==> config.mk <==
export PLATFORM = sky130hd
export DESIGN_NAME = song_container_stream_parser_unit_flat
export DESIGN_NICKNAME = d
export VERILOG_FILES = /design/src/hw/rtl/scsp_pkg.sv /design/src/hw/rtl/scsp_byte_if.sv /design/src/hw/rtl/scsp_res_if.sv /design/src/hw/rtl/scsp_cfg_if.sv /design/src/hw/rtl/scsp_dpath.sv /design/src/hw/rtl/scsp_ctrl.sv /design/src/hw/rtl/song_container_stream_parser_unit.sv /design/src/flat_wrapper.sv
export SDC_FILE = /design/constraint.sdc
export NUM_CORES = 2
export LEC_CHECK = 0
export ABC_AREA = 1
export BUFFER_PORTS_ARGS = -buffer_cell sky130_fd_sc_hd__buf_2
export CAP_MARGIN = 10
export CORE_AREA = 3 3 244 426
export CTS_CLUSTER_DIAMETER = 80
export DETAILED_ROUTE_END_ITERATION = 16
export DIE_AREA = 0 0 247 429
export GPL_ROUTABILITY_DRIVEN = 1
export PLACE_DENSITY = 0.9
export SETUP_SLACK_MARGIN = 0.05
export SYNTH_ARGS = -nofsm -noshare
export SYNTH_HDL_FRONTEND = slang
export SYNTH_SLANG_ARGS = --single-unit
==> constraint.sdc <==
create_clock -name clk -period 7.8 [get_ports clk]
set_input_delay 1.17 -clock clk [delete_from_list [all_inputs] [get_ports clk]]
set_output_delay 1.17 -clock clk [all_outputs]
set_load 0.01 [all_outputs]
==> src/hw/rtl/scsp_pkg.sv <==
// Shared types and constants of the song container stream parser.
// No dependencies.
package scsp_pkg;

  localparam int unsigned HEADER_LEN = 26;

  localparam logic [7:0] MAGIC [4] = '{8'h4F, 8'h43, 8'h53, 8'h47};

  localparam logic [11:0] FRAME_A = 12'd960;
  localparam logic [11:0] FRAME_B = 12'd1920;
  localparam logic [11:0] FRAME_C = 12'd2880;

  localparam logic [2:0] REG_MAX_BYTES   = 3'd0;
  localparam logic [2:0] REG_MAX_TOTAL   = 3'd1;
  localparam logic [2:0] REG_MAX_SKIP    = 3'd2;
  localparam logic [2:0] REG_MAX_PACKET  = 3'd3;
  localparam logic [2:0] REG_MIN_GAIN    = 3'd4;
  localparam logic [2:0] REG_SAMPLE_RATE = 3'd5;

  localparam logic [1:0] KIND_HEADER  = 2'd0;
  localparam logic [1:0] KIND_LENGTH  = 2'd1;
  localparam logic [1:0] KIND_PAYLOAD = 2'd2;
  localparam logic [1:0] KIND_IGNORED = 2'd3;

  localparam logic [1:0] ST_RUN      = 2'd0;
  localparam logic [1:0] ST_ACCEPTED = 2'd1;
  localparam logic [1:0] ST_REJECTED = 2'd2;

  localparam logic [3:0] E_NONE      = 4'd0;
  localparam logic [3:0] E_SHORT     = 4'd1;
  localparam logic [3:0] E_OVERSIZE  = 4'd2;
  localparam logic [3:0] E_MAGIC     = 4'd3;
  localparam logic [3:0] E_VERSION   = 4'd4;
  localparam logic [3:0] E_CHANNELS  = 4'd5;
  localparam logic [3:0] E_RESERVED  = 4'd6;
  localparam logic [3:0] E_RATE      = 4'd7;
  localparam logic [3:0] E_LIMITS    = 4'd8;
  localparam logic [3:0] E_COUNT     = 4'd9;
  localparam logic [3:0] E_LENGTH    = 4'd10;
  localparam logic [3:0] E_TRUNCATED = 4'd11;
  localparam logic [3:0] E_TRAILING  = 4'd12;

  typedef struct packed {
    logic step;
    logic use_held;
    logic capture;
    logic mul;
  } cmd_t;

  typedef struct packed {
    logic count_byte;
  } stat_t;

  function automatic logic frame_ok(input logic [15:0] f);
    return f == {4'd0, FRAME_A} || f == {4'd0, FRAME_B} || f == {4'd0, FRAME_C};
  endfunction

endpackage

==> src/hw/rtl/scsp_byte_if.sv <==
// Input byte channel of the parser.
// No dependencies.
interface scsp_byte_if;
  logic       valid;
  logic       ready;
  logic [7:0] data_byte;
  logic       last;
  modport source (output valid, data_byte, last, input ready);
  modport sink (input valid, data_byte, last, output ready);
endinterface

==> src/hw/rtl/scsp_res_if.sv <==
// Result channel of the parser, one transfer per input byte.
// No dependencies.
interface scsp_res_if;
  logic               valid;
  logic               ready;
  logic [1:0]         byte_kind;
  logic [7:0]         payload_byte;
  logic               packet_end;
  logic               header_done;
  logic [1:0]         channel_count;
  logic [11:0]        frame_size;
  logic [15:0]        skip_samples;
  logic [31:0]        sample_total;
  logic signed [15:0] gain;
  logic [31:0]        packet_total;
  logic [1:0]         status;
  logic [3:0]         error_code;
  modport source (output valid, byte_kind, payload_byte, packet_end, header_done,
    channel_count, frame_size, skip_samples, sample_total, gain, packet_total,
    status, error_code, input ready);
  modport sink (input valid, byte_kind, payload_byte, packet_end, header_done,
    channel_count, frame_size, skip_samples, sample_total, gain, packet_total,
    status, error_code, output ready);
endinterface

==> src/hw/rtl/scsp_cfg_if.sv <==
// Configuration write channel of the parser.
// No dependencies.
interface scsp_cfg_if;
  logic        valid;
  logic        ready;
  logic [2:0]  index;
  logic [31:0] data;
  modport source (output valid, index, data, input ready);
  modport sink (input valid, index, data, output ready);
endinterface

==> src/hw/rtl/scsp_dpath.sv <==
// Parser datapath: config registers, container state, count check multipliers,
// result register. Depends on scsp_pkg.
module scsp_dpath
  import scsp_pkg::*;
(
  input  logic               clk,
  input  logic               rst,
  input  cmd_t               cmd,
  output stat_t              st,
  input  logic [7:0]         in_byte,
  input  logic               in_last,
  input  logic               cfg_we,
  input  logic [2:0]         cfg_index,
  input  logic [31:0]        cfg_data,
  output logic [1:0]         byte_kind,
  output logic [7:0]         payload_byte,
  output logic               packet_end,
  output logic               header_done,
  output logic [1:0]         channel_count,
  output logic [11:0]        frame_size,
  output logic [15:0]        skip_samples,
  output logic [31:0]        sample_total,
  output logic signed [15:0] gain,
  output logic [31:0]        packet_total,
  output logic [1:0]         status,
  output logic [3:0]         error_code
);

  typedef enum logic [2:0] {
    PH_HEADER, PH_LEN_LO, PH_LEN_HI, PH_PAYLOAD, PH_DONE, PH_ERROR
  } phase_t;

  logic [31:0] max_bytes, max_total, rate;
  logic [15:0] max_skip, max_pkt;
  logic signed [15:0] min_gain;

  phase_t      phase, phase_next;
  logic [31:0] pos, pos_next;
  logic [1:0]  ch, ch_next;
  logic [15:0] fr, fr_next, sk, sk_next, gn, gn_next, pl, pl_next;
  logic [31:0] tot, tot_next, cnt, cnt_next, pk, pk_next;
  logic [7:0]  llo, llo_next;
  logic [3:0]  ferr, ferr_next;

  logic [7:0]  hb;
  logic        hl;
  logic [43:0] p1, p2;
  logic [32:0] nsum;
  logic        c_lt2, fr_good;

  logic [7:0]  b;
  logic        lst, cnt_ok;
  logic [31:0] pos_inc, c_full;
  logic [4:0]  idx;
  logic [1:0]  kind;
  logic [3:0]  err;
  logic [1:0]  stat;
  logic        pend, hd, show;
  logic [15:0] len;
  logic signed [15:0] g;

  always_ff @(posedge clk) begin
    if (rst) begin
      max_bytes <= 32'd1048576;
      max_total <= 32'd14424000;
      max_skip  <= 16'd3840;
      max_pkt   <= 16'd1275;
      min_gain  <= -16'sd32768;
      rate      <= 32'd48000;
    end else if (cfg_we) begin
      unique case (cfg_index)
        REG_MAX_BYTES:   max_bytes <= cfg_data;
        REG_MAX_TOTAL:   max_total <= cfg_data;
        REG_MAX_SKIP:    max_skip  <= cfg_data[15:0];
        REG_MAX_PACKET:  max_pkt   <= cfg_data[15:0];
        REG_MIN_GAIN:    min_gain  <= cfg_data[15:0];
        REG_SAMPLE_RATE: rate      <= cfg_data;
        default: ;
      endcase
    end
  end

  assign st.count_byte = phase == PH_HEADER && pos == 32'd25;

  assign c_full = cnt | {hb, 24'd0};

  always_ff @(posedge clk) begin
    if (cmd.capture) begin
      hb <= in_byte;
      hl <= in_last;
    end
    if (cmd.mul) begin
      p1      <= c_full * fr[11:0];
      p2      <= (c_full - 32'd2) * fr[11:0];
      nsum    <= {1'b0, tot} + {17'd0, sk};
      c_lt2   <= c_full < 32'd2;
      fr_good <= frame_ok(fr);
    end
  end

  assign cnt_ok = fr_good && {11'd0, nsum} <= p1 && (c_lt2 || p2 < {11'd0, nsum});

  assign b   = cmd.use_held ? hb : in_byte;
  assign lst = cmd.use_held ? hl : in_last;

  always_comb begin
    pos_inc    = (pos == 32'hFFFF_FFFF) ? pos : pos + 32'd1;
    idx        = pos[4:0];
    phase_next = phase;
    pos_next   = pos_inc;
    ch_next    = ch;
    fr_next    = fr;
    sk_next    = sk;
    tot_next   = tot;
    gn_next    = gn;
    cnt_next   = cnt;
    pk_next    = pk;
    pl_next    = pl;
    llo_next   = llo;
    ferr_next  = ferr;
    kind       = KIND_HEADER;
    err        = E_NONE;
    stat       = ST_RUN;
    pend       = 1'b0;
    hd         = 1'b0;
    len        = {b, llo};
    g          = '0;
    if (phase == PH_ERROR) begin
      kind = KIND_IGNORED;
    end else if (pos_inc > max_bytes) begin
      err = E_OVERSIZE;
    end else begin
      unique case (phase)
        PH_HEADER: begin
          if (lst && pos_inc < HEADER_LEN) begin
            err = E_SHORT;
          end else begin
            priority if (idx < 5'd4) begin
              if (b != MAGIC[idx[1:0]]) err = E_MAGIC;
            end else if (idx == 5'd4) begin
              if (b != 8'd1) err = E_VERSION;
            end else if (idx == 5'd5) begin
              if (b != 8'd1 && b != 8'd2) err = E_CHANNELS;
              else ch_next = b[1:0];
            end else if (idx < 5'd8) begin
              if (b != 8'd0) err = E_RESERVED;
            end else if (idx < 5'd12) begin
              if (b != rate[{idx[1:0], 3'b000} +: 8]) err = E_RATE;
            end else if (idx == 5'd12) begin
              fr_next = {8'd0, b};
            end else if (idx == 5'd13) begin
              fr_next = {b, fr[7:0]};
              if (!frame_ok(fr_next)) err = E_LIMITS;
            end else if (idx == 5'd14) begin
              sk_next = {8'd0, b};
            end else if (idx == 5'd15) begin
              sk_next = {b, sk[7:0]};
              if (sk_next > max_skip) err = E_LIMITS;
            end else if (idx < 5'd20) begin
              tot_next[{idx[1:0], 3'b000} +: 8] = tot[{idx[1:0], 3'b000} +: 8] | b;
              if (idx == 5'd19 && (tot_next == 32'd0 || tot_next > max_total))
                err = E_LIMITS;
            end else if (idx == 5'd20) begin
              gn_next = {8'd0, b};
            end else if (idx == 5'd21) begin
              g = {b, gn[7:0]};
              if (g < min_gain) g = min_gain;
              if (g > 16'sd0) g = 16'sd0;
              gn_next = g;
            end else begin
              cnt_next[{idx[1:0] + 2'd2, 3'b000} +: 8] =
                cnt[{idx[1:0] + 2'd2, 3'b000} +: 8] | b;
              if (idx == 5'd25) begin
                if (!cnt_ok) err = E_COUNT;
                else pk_next = cnt_next;
              end
            end
            if (err == E_NONE && idx == 5'd25) begin
              hd         = 1'b1;
              phase_next = PH_LEN_LO;
              if (lst) err = E_TRUNCATED;
            end
          end
        end
        PH_LEN_LO: begin
          kind       = KIND_LENGTH;
          llo_next   = b;
          phase_next = PH_LEN_HI;
          if (lst) err = E_TRUNCATED;
        end
        PH_LEN_HI: begin
          kind = KIND_LENGTH;
          if (len == 16'd0 || len > max_pkt) begin
            err = E_LENGTH;
          end else begin
            pl_next    = len;
            phase_next = PH_PAYLOAD;
            if (lst) err = E_TRUNCATED;
          end
        end
        PH_PAYLOAD: begin
          kind    = KIND_PAYLOAD;
          pl_next = pl - 16'd1;
          if (pl_next == 16'd0) begin
            pend       = 1'b1;
            pk_next    = pk - 32'd1;
            phase_next = (pk_next == 32'd0) ? PH_DONE : PH_LEN_LO;
          end
          if (lst) begin
            if (phase_next == PH_DONE) stat = ST_ACCEPTED;
            else err = E_TRUNCATED;
          end
        end
        PH_DONE: err = E_TRAILING;
        PH_ERROR: ;
        default: ;
      endcase
    end
    if (err != E_NONE) begin
      ferr_next  = err;
      phase_next = PH_ERROR;
    end
    if (phase_next == PH_ERROR) begin
      kind = KIND_IGNORED;
      stat = ST_REJECTED;
      pend = 1'b0;
    end
    show = phase_next == PH_LEN_LO || phase_next == PH_LEN_HI ||
           phase_next == PH_PAYLOAD || phase_next == PH_DONE;
  end

  always_ff @(posedge clk) begin
    if (cmd.step) begin
      byte_kind     <= kind;
      payload_byte  <= (kind == KIND_PAYLOAD) ? b : 8'd0;
      packet_end    <= pend;
      header_done   <= hd;
      channel_count <= show ? ch_next : 2'd0;
      frame_size    <= show ? fr_next[11:0] : 12'd0;
      skip_samples  <= show ? sk_next : 16'd0;
      sample_total  <= show ? tot_next : 32'd0;
      gain          <= show ? gn_next : 16'sd0;
      packet_total  <= show ? cnt_next : 32'd0;
      status        <= stat;
      error_code    <= (phase_next == PH_ERROR) ? ferr_next : E_NONE;
    end
  end

  always_ff @(posedge clk) begin
    if (rst || (cmd.step && lst)) begin
      phase <= PH_HEADER;
      pos   <= '0;
      ch    <= '0;
      fr    <= '0;
      sk    <= '0;
      tot   <= '0;
      gn    <= '0;
      cnt   <= '0;
      pk    <= '0;
      pl    <= '0;
      llo   <= '0;
      ferr  <= E_NONE;
    end else if (cmd.step) begin
      phase <= phase_next;
      pos   <= pos_next;
      ch    <= ch_next;
      fr    <= fr_next;
      sk    <= sk_next;
      tot   <= tot_next;
      gn    <= gn_next;
      cnt   <= cnt_next;
      pk    <= pk_next;
      pl    <= pl_next;
      llo   <= llo_next;
      ferr  <= ferr_next;
    end
  end

endmodule

==> src/hw/rtl/scsp_ctrl.sv <==
// Parser controller: handshakes and the S_MUL/S_CHK packet count check.
// Depends on scsp_pkg.
module scsp_ctrl
  import scsp_pkg::*;
(
  input  logic  clk,
  input  logic  rst,
  input  logic  in_valid,
  output logic  in_ready,
  output logic  out_valid,
  input  logic  out_ready,
  input  stat_t st,
  output cmd_t  cmd
);

  typedef enum logic [1:0] {S_IN, S_MUL, S_CHK} state_t;

  state_t state;
  logic   slot_free, take;

  assign slot_free = !out_valid || out_ready;
  assign in_ready  = state == S_IN && slot_free;
  assign take      = in_valid && in_ready;

  always_comb begin
    cmd = '0;
    unique case (state)
      S_IN: begin
        cmd.capture = take && st.count_byte;
        cmd.step    = take && !st.count_byte;
      end
      S_MUL: cmd.mul = 1'b1;
      S_CHK: begin
        cmd.use_held = 1'b1;
        cmd.step     = slot_free;
      end
      default: ;
    endcase
  end

  always_ff @(posedge clk) begin
    if (rst) begin
      state     <= S_IN;
      out_valid <= 1'b0;
    end else begin
      if (cmd.step) out_valid <= 1'b1;
      else if (out_ready) out_valid <= 1'b0;
      unique case (state)
        S_IN:  if (cmd.capture) state <= S_MUL;
        S_MUL: state <= S_CHK;
        S_CHK: if (cmd.step) state <= S_IN;
        default: state <= S_IN;
      endcase
    end
  end

endmodule

==> src/hw/rtl/song_container_stream_parser_unit.sv <==
// Song container stream parser, top level.
// Result registered in the cycle after the byte transfer; the last
// header byte waits for the count multiply (S_MUL) and compare (S_CHK).
// Throughput: one byte per cycle unless stalled or in the count check.
// Reset: synchronous rst restores the default registers and parser state.
module song_container_stream_parser_unit
  import scsp_pkg::*;
(
  input logic       clk,
  input logic       rst,
  scsp_byte_if.sink   stream,
  scsp_res_if.source  result,
  scsp_cfg_if.sink    cfg
);

  cmd_t  cmd;
  stat_t st;

  assign cfg.ready = 1'b1;

  scsp_ctrl u_ctrl (
    .clk       (clk),
    .rst       (rst),
    .in_valid  (stream.valid),
    .in_ready  (stream.ready),
    .out_valid (result.valid),
    .out_ready (result.ready),
    .st        (st),
    .cmd       (cmd)
  );

  scsp_dpath u_dpath (
    .clk           (clk),
    .rst           (rst),
    .cmd           (cmd),
    .st            (st),
    .in_byte       (stream.data_byte),
    .in_last       (stream.last),
    .cfg_we        (cfg.valid),
    .cfg_index     (cfg.index),
    .cfg_data      (cfg.data),
    .byte_kind     (result.byte_kind),
    .payload_byte  (result.payload_byte),
    .packet_end    (result.packet_end),
    .header_done   (result.header_done),
    .channel_count (result.channel_count),
    .frame_size    (result.frame_size),
    .skip_samples  (result.skip_samples),
    .sample_total  (result.sample_total),
    .gain          (result.gain),
    .packet_total  (result.packet_total),
    .status        (result.status),
    .error_code    (result.error_code)
  );

endmodule

==> src/flat_wrapper.sv <==
// flat-port wrapper written by rule: the top's interface ports become plain ports
module song_container_stream_parser_unit_flat import scsp_pkg::*;
  (clk, rst, stream_valid, stream_data_byte, stream_last, stream_ready, result_valid, result_byte_kind, result_payload_byte, result_packet_end, result_header_done, result_channel_count, result_frame_size, result_skip_samples, result_sample_total, result_gain, result_packet_total, result_status, result_error_code, result_ready, cfg_valid, cfg_index, cfg_data, cfg_ready);
  scsp_byte_if stream_i ();
  scsp_res_if result_i ();
  scsp_cfg_if cfg_i ();
  input logic clk;
  input logic rst;
  input wire logic [$bits(stream_i.valid)-1:0] stream_valid;
  input wire logic [$bits(stream_i.data_byte)-1:0] stream_data_byte;
  input wire logic [$bits(stream_i.last)-1:0] stream_last;
  output wire logic [$bits(stream_i.ready)-1:0] stream_ready;
  output wire logic [$bits(result_i.valid)-1:0] result_valid;
  output wire logic [$bits(result_i.byte_kind)-1:0] result_byte_kind;
  output wire logic [$bits(result_i.payload_byte)-1:0] result_payload_byte;
  output wire logic [$bits(result_i.packet_end)-1:0] result_packet_end;
  output wire logic [$bits(result_i.header_done)-1:0] result_header_done;
  output wire logic [$bits(result_i.channel_count)-1:0] result_channel_count;
  output wire logic [$bits(result_i.frame_size)-1:0] result_frame_size;
  output wire logic [$bits(result_i.skip_samples)-1:0] result_skip_samples;
  output wire logic [$bits(result_i.sample_total)-1:0] result_sample_total;
  output wire logic [$bits(result_i.gain)-1:0] result_gain;
  output wire logic [$bits(result_i.packet_total)-1:0] result_packet_total;
  output wire logic [$bits(result_i.status)-1:0] result_status;
  output wire logic [$bits(result_i.error_code)-1:0] result_error_code;
  input wire logic [$bits(result_i.ready)-1:0] result_ready;
  input wire logic [$bits(cfg_i.valid)-1:0] cfg_valid;
  input wire logic [$bits(cfg_i.index)-1:0] cfg_index;
  input wire logic [$bits(cfg_i.data)-1:0] cfg_data;
  output wire logic [$bits(cfg_i.ready)-1:0] cfg_ready;
  assign stream_i.valid = stream_valid;
  assign stream_i.data_byte = stream_data_byte;
  assign stream_i.last = stream_last;
  assign stream_ready = stream_i.ready;
  assign result_valid = result_i.valid;
  assign result_byte_kind = result_i.byte_kind;
  assign result_payload_byte = result_i.payload_byte;
  assign result_packet_end = result_i.packet_end;
  assign result_header_done = result_i.header_done;
  assign result_channel_count = result_i.channel_count;
  assign result_frame_size = result_i.frame_size;
  assign result_skip_samples = result_i.skip_samples;
  assign result_sample_total = result_i.sample_total;
  assign result_gain = result_i.gain;
  assign result_packet_total = result_i.packet_total;
  assign result_status = result_i.status;
  assign result_error_code = result_i.error_code;
  assign result_i.ready = result_ready;
  assign cfg_i.valid = cfg_valid;
  assign cfg_i.index = cfg_index;
  assign cfg_i.data = cfg_data;
  assign cfg_ready = cfg_i.ready;
  song_container_stream_parser_unit u_core (.clk(clk), .rst(rst), .stream(stream_i), .result(result_i), .cfg(cfg_i));
endmodule
==> run summary <==
CP top delay family -> adder cells
Final setup vio count -> 0
Max VDD drop -> 0.213 mV
Core area -> 101000 sq um
Required @ worst endpoint -> 8.23 ns
Worst slew pin tran -> 1.44 ns
Run status -> finished, violations left
Vias in the first global route -> 55900
EDFF count, synth -> 259
I/O Buffers -> 178
FFs w/ async S/R, synth -> 0
Sequential element share of the synthesized area -> 0.251
Max incr delay on CP -> 0.54 ns
Critical Path AT -> 8.06 ns
Die ar. -> 106000 sq um
Initial DRC count -> 5730
# DRC -> 1
Net count, final -> 8745
Compound-cell area share of the yosys netlist -> 0.114
CTS Buf Count -> 58
Synth Instances -> 7498
CTS tree -> built
Share of synthesized cell area in and, or, nand and nor gates -> 0.193
Hold crit path type -> reg -> reg
Worst R2R Start -> u_core.u_dpath.cnt[7]$_SDFFE_PP0P_
Initial antenna violation count -> 26
Site Rows -> 154
Area leader, netlist -> fa_1
Max Cap Viol -> 0
Largest family of logic cells by synthesized area -> adder cells
Synth-to-Final Area Change -> 9.74%
Final HPWL DP -> 167000 microns
Placed instance area -> 62500 sq um
Final wirelength -> 220000 microns
Achievable frequency -> 0.131 GHz
Synth top area share -> 0.216
Mux share of post-synthesis cell area -> 0
RSZ-0062 raised after global routing -> true
Number of synthesis warnings -> 0
First-pass GRT wire length -> 327000 microns
Die Height -> 429 microns
Share of cells above drive strength 1 -> 0.105
XOR/XNOR Fraction of Synth Area -> 0.0279
Clock Latency Late Sink -> 0.72 ns
Hold_ws -> 0.462 ns
Routed via count -> 55200
Total grt overflow -> 0
Critical Path Source -> u_core.u_dpath.cnt[7]$_SDFFE_PP0P_
Slowest CP cell -> fa_1
Critical path's most frequent cell -> inv_2
Buf/Inv on CP -> 13
Starting Density -> 0.589
Adder-cell area share of the yosys netlist -> 0.297
PwrDens -> 183 nW/um^2
Largest net degree at the start of global routing -> 172
Design area -> 65200 sq um
Clock Tree Buf Depth -> 3
Via density -> 6.09
Rel. slew slack -> 0.0312
Root Buffer -> clkbuf_16
Fillers -> 8167
Mapped Avg Cell Area -> 7.92 sq um
Synth cell types -> 67
Critical Path Start Type -> flop
Total track usage -> 0.414
Cell leakage power -> 0.0305 uW
Most frequent cells in the layout -> nand2_1 (1416), inv_1 (1400), nor2_1 (706)
#FFs+latches synth -> 615
CP Max Fanout -> 5
Main synth FF type -> dfxtp_1
H-tree depth -> 2
Worst setup EP type -> flop
Num ports -> 180
Hold Violations, Final -> 0
Most common cell after layout, fill and taps aside -> nand2_1
Chip width -> 247 microns
Failing checks -> design-rule violations
Hold_sp -> u_core.u_dpath.rate[8]$_SDFFE_PP1P_
Hold-fix buffers, CTS -> 0
Clock sink count -> 615
Reg clk slew, reported paths -> 0.07 ns
Pre-antenna DRT Iters -> 14
Post-route ant nets -> 0
Fin crit share -> 0.978
Fin crit period -> 7.63 ns
Routed wire per std cell -> 24.3 microns
Final GP Congestion -> 1.07
Count of pins over their slew limit -> 0
Skew final -> 0.0731 ns
Crit path kind -> reg -> reg
Mapped cell area -> 59400 sq um
Post-Synthesis Net Count -> 8572
Area contributors post-synth -> fa_1 (22%), edfxtp_1 (13%), dfxtp_1 (12%), nand2_1 (9.0%), inv_1 (9.0%)
## power breakdown
part           internal (uW)  switching [uW]  total, uW
registers               3590             138       3730
logic                   1580            3450       5030
clock network           1750            1420       3170
## final timing paths
check	cells past startpoint	end	slack [ns]
worst max-delay path	41	u_core.u_dpath.p2[43]$_DFFE_PN_	0.17
worst min register to register	2	u_core.u_dpath.rate[8]$_SDFFE_PP1P_	0.46
worst max register to register	41	u_core.u_dpath.p2[43]$_DFFE_PN_	0.17
worst min-delay path	2	u_core.u_dpath.rate[8]$_SDFFE_PP1P_	0.46
## cells by family after synthesis
family | after synthesis
AOI/OAI and AO/OA | 1245
xor gates and xnor gates | 189
adders and majority gates | 1025
buffers and inverters | 1779
DFF | 615
other | 1
and+or+nand+nor | 2644
## sequential cells by signal, indices dropped and copies added, names as in the netlist, 32 cells and up
signal / count
u_core.u_dpath.cnt: 32
u_core.u_dpath.pos: 32
u_core.u_dpath.max_bytes: 32
u_core.u_dpath.rate: 32
u_core.u_dpath.tot: 32
u_core.u_dpath.p1: 44
u_core.u_dpath.sample_total: 32
u_core.u_dpath.p2: 43
u_core.u_dpath.pk: 32
u_core.u_dpath.max_total: 32
u_core.u_dpath.packet_total: 32
u_core.u_dpath.nsum: 33
## worst register-to-register path, delay by kind of cell, from the launching register on
family	cells	cell delay, ns
fa+ha+maj	6	2.85
simple gates	17	2.38
buf+inv	13	1.10
compound gates	4	0.64
flops	1	0.33
xor+xnor	1	0.12
## layer usage
metal | wire, microns | track usage
met5 | 92 | 0.00140
met1 | 65800 | 0.417
met4 | 30900 | 0.440
met3 | 23600 | 0.122
met2 | 99800 | 0.655
## synthesized netlist by cell type (37+ instances only)
cell,number
o21ai_0,548
nor2_1,719
o211ai_1,48
nand3_1,157
a21oi_1,448
fa_1,641
ha_1,384
nand2_1,1431
xor2_1,122
xnor2_1,67
edfxtp_1,259
nor3_1,69
a211oi_1,37
nor2_4,102
nand4_1,78
inv_1,1417
dfxtp_1,356
clkbuf_1,265
## repair_timing
| action | CTS | global route |
|---|---|---|
| setup buffers | 0 | 13 |
| gates resized for setup | 4 | 102 |
| pin swaps | 0 | 56 |
| endpoints found under the hold margin | 0 | 0 |
| endpoints found under the setup margin | 6 | 15 |
| gates cloned | 0 | 0 |
## metrics by stage
stage	instances	power, uW	TNS, ns	util	setup WS [ns]
6_report	9060	11900	0	0.647	0.173
5_1_grt	9048	12400	-0.496	0.647	-0.186
4_1_cts	9032	11600	0	0.641	0.0839
3_5_place_dp	8922	8410	-0.554	0.620	-0.262
3_3_place_gp	8922	8300	-0.710	0.620	-0.294
2_1_floorplan	7498	6620	0	-	0.477
## cell type report
cell class / instances / area (sq um) / share of cell area
diodes: 13 / 32.5 / 0.000499
clock buffers: 74 / 1670 / 0.0257
clock inverters: 36 / 452 / 0.00693
inverters: 1445 / 5430 / 0.0833
multi-input cells: 5104 / 38000 / 0.583
flip-flops and latches: 615 / 14900 / 0.229
well taps: 1326 / 1660 / 0.0255
repair buffers: 447 / 3020 / 0.0463
Power figures use the tool's default switching activity.
